==> src/design/assert_macros.svh <==
// shared assertion macros
`ifndef ASSERT_MACROS_SVH
`define ASSERT_MACROS_SVH

// same-cycle implication
`define ASSERT_IMPLY(label, clk, rst_n, ante, cons) \
    label: assert property (@(posedge clk) disable iff (!(rst_n)) (ante) |-> (cons)) \
        else $error("assertion failed");

// next-cycle implication
`define ASSERT_NEXT(label, clk, rst_n, ante, cons) \
    label: assert property (@(posedge clk) disable iff (!(rst_n)) (ante) |=> (cons)) \
        else $error("assertion failed");

`endif

==> src/design/kmse_pkg.sv <==
package kmse_pkg;

    localparam int MAX_ITEMS_DEF = 256;
    localparam int MAX_DIMS_DEF  = 8;

    localparam logic [3:0] K_LOAD_W  = 4'd0;
    localparam logic [3:0] K_LOAD_C  = 4'd1;
    localparam logic [3:0] K_LOAD_P  = 4'd2;
    localparam logic [3:0] K_ADD     = 4'd3;
    localparam logic [3:0] K_REMOVE  = 4'd4;
    localparam logic [3:0] K_CHECK   = 4'd5;
    localparam logic [3:0] K_CHKADD  = 4'd6;
    localparam logic [3:0] K_RD_SEL  = 4'd7;
    localparam logic [3:0] K_RD_UNS  = 4'd8;
    localparam logic [3:0] K_RD_RES  = 4'd9;
    localparam logic [3:0] K_CLEAR   = 4'd10;

    localparam logic REG_ITEM_COUNT = 1'b0;
    localparam logic REG_DIM_COUNT  = 1'b1;

    typedef struct packed {
        logic [3:0]  kind;
        logic [7:0]  item;
        logic [2:0]  dimension;
        logic [7:0]  position;
        logic [23:0] amount;
    } t_cmd_item;

    typedef struct packed {
        logic [3:0]  violations;
        logic        changed;
        logic [23:0] total_value;
        logic [8:0]  selected_count;
        logic [23:0] read_value;
    } t_result;

    typedef struct packed {
        logic capture;
        logic ck_step;
        logic move;
        logic scan;
        logic rs_step;
        logic rd_res;
        logic lread;
        logic clr_start;
        logic sweep;
    } t_dp_cmd;

    typedef struct packed {
        logic [3:0] kind;
        logic       item_ok;
        logic       move_go;
        logic       ck_pass;
        logic       dim_last;
        logic       scan_last;
        logic       sweep_last;
    } t_dp_status;

endpackage

==> src/design/kmse_ctrl.sv <==
`include "assert_macros.svh"

module kmse_ctrl (
    input  logic                 i_clk,
    input  logic                 i_rst_n,
    input  logic                 i_start,
    input  kmse_pkg::t_dp_status i_status,
    output kmse_pkg::t_dp_cmd    o_cmd,
    output logic                 o_busy,
    output logic                 o_result_valid
);

    localparam logic [3:0] S_IDLE  = 4'd0;
    localparam logic [3:0] S_DISP  = 4'd1;
    localparam logic [3:0] S_CKA   = 4'd2;
    localparam logic [3:0] S_CKB   = 4'd3;
    localparam logic [3:0] S_MOVE  = 4'd4;
    localparam logic [3:0] S_SCAN  = 4'd5;
    localparam logic [3:0] S_RSA   = 4'd6;
    localparam logic [3:0] S_RSB   = 4'd7;
    localparam logic [3:0] S_LREAD = 4'd8;
    localparam logic [3:0] S_CLR   = 4'd9;
    localparam logic [3:0] S_INIT  = 4'd10;
    localparam logic [3:0] S_DONE  = 4'd11;

    logic [3:0] r_state;
    logic [3:0] n_state;

    always_comb begin
        n_state = r_state;
        o_cmd   = '0;
        case (r_state)
            S_IDLE: begin
                if (i_start) begin
                    o_cmd.capture = 1'b1;
                    n_state       = S_DISP;
                end
            end
            S_DISP: begin
                case (i_status.kind)
                    kmse_pkg::K_ADD, kmse_pkg::K_REMOVE: begin
                        n_state = i_status.item_ok ? S_MOVE : S_DONE;
                    end
                    kmse_pkg::K_CHECK, kmse_pkg::K_CHKADD: begin
                        n_state = i_status.item_ok ? S_CKA : S_DONE;
                    end
                    kmse_pkg::K_RD_SEL, kmse_pkg::K_RD_UNS: begin
                        n_state = S_LREAD;
                    end
                    kmse_pkg::K_RD_RES: begin
                        o_cmd.rd_res = 1'b1;
                        n_state      = S_DONE;
                    end
                    kmse_pkg::K_CLEAR: begin
                        o_cmd.clr_start = 1'b1;
                        n_state         = S_CLR;
                    end
                    default: begin
                        n_state = S_DONE;
                    end
                endcase
            end
            S_CKA: begin
                n_state = S_CKB;
            end
            S_CKB: begin
                o_cmd.ck_step = 1'b1;
                if (!i_status.dim_last) begin
                    n_state = S_CKA;
                end else if ((i_status.kind == kmse_pkg::K_CHKADD) && i_status.ck_pass) begin
                    n_state = S_MOVE;
                end else begin
                    n_state = S_DONE;
                end
            end
            S_MOVE: begin
                o_cmd.move = 1'b1;
                n_state    = i_status.move_go ? S_SCAN : S_DONE;
            end
            S_SCAN: begin
                o_cmd.scan = 1'b1;
                if (i_status.scan_last) begin
                    n_state = S_RSA;
                end
            end
            S_RSA: begin
                n_state = S_RSB;
            end
            S_RSB: begin
                o_cmd.rs_step = 1'b1;
                n_state       = i_status.dim_last ? S_DONE : S_RSA;
            end
            S_LREAD: begin
                o_cmd.lread = 1'b1;
                n_state     = S_DONE;
            end
            S_CLR: begin
                o_cmd.sweep = 1'b1;
                if (i_status.sweep_last) begin
                    n_state = S_DONE;
                end
            end
            S_INIT: begin
                o_cmd.sweep = 1'b1;
                if (i_status.sweep_last) begin
                    n_state = S_IDLE;
                end
            end
            S_DONE: begin
                n_state = S_IDLE;
            end
            default: begin
                n_state = S_IDLE;
            end
        endcase
    end

    always_ff @(posedge i_clk) begin
        if (!i_rst_n) begin
            r_state <= S_INIT;
        end else begin
            r_state <= n_state;
        end
    end

    assign o_busy         = r_state != S_IDLE;
    assign o_result_valid = r_state == S_DONE;

    `ASSERT_NEXT(a_done_one_cycle, i_clk, i_rst_n, r_state == S_DONE, r_state == S_IDLE)
    `ASSERT_NEXT(a_accept_busy, i_clk, i_rst_n, i_start && (r_state == S_IDLE), r_state == S_DISP)
    `ASSERT_NEXT(a_clear_reports, i_clk, i_rst_n, (r_state == S_CLR) && i_status.sweep_last, r_state == S_DONE)

endmodule
==> config.mk <==
export PLATFORM = sky130hd
export DESIGN_NAME = kmse_ctrl
export DESIGN_NICKNAME = d
export VERILOG_FILES = /design/src/design/kmse_pkg.sv /design/src/design/kmse_ctrl.sv
export VERILOG_INCLUDE_DIRS = /design/src /design/src/design
export SDC_FILE = /design/constraint.sdc
export NUM_CORES = 1
export LEC_CHECK = 0
export BUFFER_PORTS_ARGS = -buffer_cell sky130_fd_sc_hd__clkbuf_2
export CAP_MARGIN = 10
export CELL_PAD_IN_SITES_DETAIL_PLACEMENT = 1
export CELL_PAD_IN_SITES_GLOBAL_PLACEMENT = 1
export CORE_MARGIN = 2
export CORE_UTILIZATION = 33
export DETAILED_ROUTE_END_ITERATION = 7
export PLACE_DENSITY = 0.81
export SYNTH_ARGS = -nofsm -noshare
export SYNTH_HDL_FRONTEND = slang
export SYNTH_SLANG_ARGS = --single-unit
==> constraint.sdc <==
create_clock -name i_clk -period 2.2 [get_ports i_clk]
set_input_delay 0 -clock i_clk [delete_from_list [all_inputs] [get_ports i_clk]]
set_output_delay 0 -clock i_clk [all_outputs]
set_load 0.1 [all_outputs]
==> impl_results.md <==
- Biggest regs: r_state (4)
- Hold Path Class: primary input to flop
- Sequential area share after synthesis: 14.0%
- Vias/cell: 5.79
- Wire per inst: 14.5 um
- Vias: 695
- Clock transition at path regs: 40 ps
- Max FFs per register: 4
- DRT Pass-1 Iters: 4
- Slew margin rel.: 59.7%
- Syn Inst Count: 82
- Cell area after layout: 709 sq um
- Startpoint Class: flop
- Synthesized area per cell: 6.96 sq um
- Number of global-route vias before repair: 627
- Overall routing resource usage: 18.2%
- Place WS: 463 ps
- Warnings, synthesis: 0
- Tmin final: 1990 ps
- P_leak: 0.000311 uW
- First-pass GRT wire length: 2770 um
- Final Setup Violations: 0
- Core ar.: 1670 sq um
- Fin crit share: 90.5%
- Yosys reg bits: 4
- VDD IR max: 0.462 mV
- Setup Total Neg Slack: 0 ps
- # DRC: 0
- Chip height: 45.6 um
- IO buf count: 23
- Final GP Congestion: 0.799
- CTS buffer count: 3
- Arrival @ worst endpoint: 1990 ps
- Most flop-heavy register: r_state
- Crit Path Max Fanout: 17
- Clk Latency, worst-skew pair: 230 ps
- CTS Root Cell: clkbuf_4
- CTS tree: built
- Initial antenna violation count: 0
- Initial core utilization: 34.2%
- Worst EP required: 2200 ps
- Maximum clock rate: 502 MHz
- DP HPWL: 1330 um
- Worst slew pin tran: 604 ps
- DRT antenna net count: 0
- Setup ws final: 209 ps
- Syn-to-layout area delta: 24.3%
- Total Wirelength: 1740 um
- Initial drt markers: 8
- Post-DP Area: 677 sq um
- Pwr dens: 891 nW/um^2
- # IOs: 24
- Total grt overflow: 0
- Main synth FF type: dfxtp_1
- Nets: 118
- Total Power: 632 uW
- Die area: 2080 sq um
- Final hold viol count: 0
- Antenna diodes: 0
- Setup Skew: 1.20 ps
- H-tree levels: 1
- Setup Buffers After CTS: 0
- Site row count: 15
- Largest net degree at the start of global routing: 18
- Maxcap violations: 0
- Chip Width: 45.6 um
- Syn Nets: 95
- Netlist cell types: 37
- Setup crit end kind: output pin
- Synth Cell Area: 571 sq um
- Number of synthesized flops with an enable pin: 0
- FFs w/ async S/R, synth: 0%
- CP Class: flop to output pin
- Pins Over Slew Limit: 0
- RSZ-0062 raised after global routing: false
- Clock sinks: 4
- Layout cells sized above 1: 33.0%
- Max Root-Sink Buffers: 2
- Status: finished, final reports clean
-- what timing repair did --
action                     CTS  global route
setup endpoints to repair    0             0
hold buffers                 1             0
hold endpoints to repair     1             0
gates resized for setup      0             0
-- cell families (layout without fill, tap and decap cells) --
family                 after synthesis  count (layout)  synth area share [%]
AO/OA/AOI/OAI                       21              21                  27.4
XOR/XNOR                             2               2                  3.07
buffers and inverters               10              31                  10.5
flip-flops                           4               4                  14.0
AND/OR/NAND/NOR                     45              45                  45.0
-- area by class of cell --
class                           instances  area (sq um)
Fill cell                             232           961
Clock buffer                            3          22.5
Tap cell                               17          21.3
Sequential cell                         4          80.1
Inverter                                4          15.0
Timing Repair Buffer                   24           125
Multi-Input combinational cell         68           445
-- metal layers --
| layer | global-route usage [%] | vias up | share of wire [%] |
|---|---|---|---|
| met4 | 0 | 0 | 0 |
| met1 | 23.2 | 326 | 45 |
| li1 | - | 348 | - |
| met2 | 31.3 | 21 | 50 |
| met3 | 5.95 | 0 | 5.2 |
| met5 | 0 | - | 0 |
-- stage by stage --
step / cells / hold slack [ps] / util, %
after floorplan: 82 / 88.9 / -
after global placement: 116 / 235 / 40.5
after detailed placement: 116 / 235 / 40.5
after CTS: 120 / 133 / 42.5
after global routing: 120 / 168 / 42.5
final: 120 / 145 / 42.5
-- worst paths after layout --
check / startpoint / endpoint / slack, ps / cells after the start
setup reg to reg: r_state[0]$_SDFFE_PN0P_ / r_state[0]$_SDFFE_PN0P_ / 480 / 4
setup / recovery: r_state[0]$_SDFFE_PN0P_ / o_cmd[1] / 210 / 4
hold reg to reg: r_state[3]$_SDFFE_PN1P_ / r_state[2]$_SDFFE_PN0P_ / 830 / 2
hold / removal: i_status[0] / r_state[1]$_SDFFE_PN1P_ / 150 / 3
-- critical path, cell delays in order, from the launching register on --
cell and delay [ps]:
dfxtp_1 700, nand2b_1 180, nor3_1 220, and3_2 210, clkbuf_2 440
-- where the power goes --
group	internal, uW	leakage, uW	total (uW)	switching, uW
sequential	88.1	0.0000331	150	62.0
clock	61.2	0.0000138	93.0	31.9
combinational	102	0.000264	389	287
-- Yosys cell counts, types with 2 or more instances --
| cell | instances | area, sq um |
|---|---|---|
| a21oi_1 | 5 | 25.0 |
| a31oi_1 | 2 | 12.5 |
| and3_1 | 2 | 12.5 |
| buf_2 | 3 | 15.0 |
| buf_6 | 2 | 22.5 |
| dfxtp_1 | 4 | 80.1 |
| inv_1 | 4 | 15.0 |
| nand2_1 | 4 | 15.0 |
| nand2b_1 | 3 | 18.8 |
| nand3_1 | 3 | 15.0 |
| nor2_1 | 11 | 41.3 |
| nor2b_1 | 4 | 25.0 |
| nor3_1 | 6 | 30.0 |
| nor4_1 | 3 | 18.8 |
| o21ai_0 | 2 | 10.0 |
| o31a_1 | 2 | 17.5 |
| xnor2_1 | 2 | 17.5 |
-- layout by cell type, fill, tap and decap left out, types with 2 or more instances in the layout --
cell type | synthesis | routed
a21oi_1 | 5 | 5
a31oi_1 | 2 | 2
and3_1 | 2 | 2
clkbuf_2 | 0 | 23
clkbuf_4 | 0 | 3
dfxtp_1 | 4 | 4
inv_1 | 4 | 4
nand2_1 | 4 | 4
nand2b_1 | 3 | 3
nand3_1 | 3 | 3
nor2_1 | 11 | 11
nor2b_1 | 4 | 4
nor3_1 | 6 | 3
nor3_2 | 0 | 3
nor4_1 | 3 | 3
o21ai_0 | 2 | 2
o31a_1 | 2 | 2
xnor2_1 | 2 | 2
(Power assumes the default switching activity.)
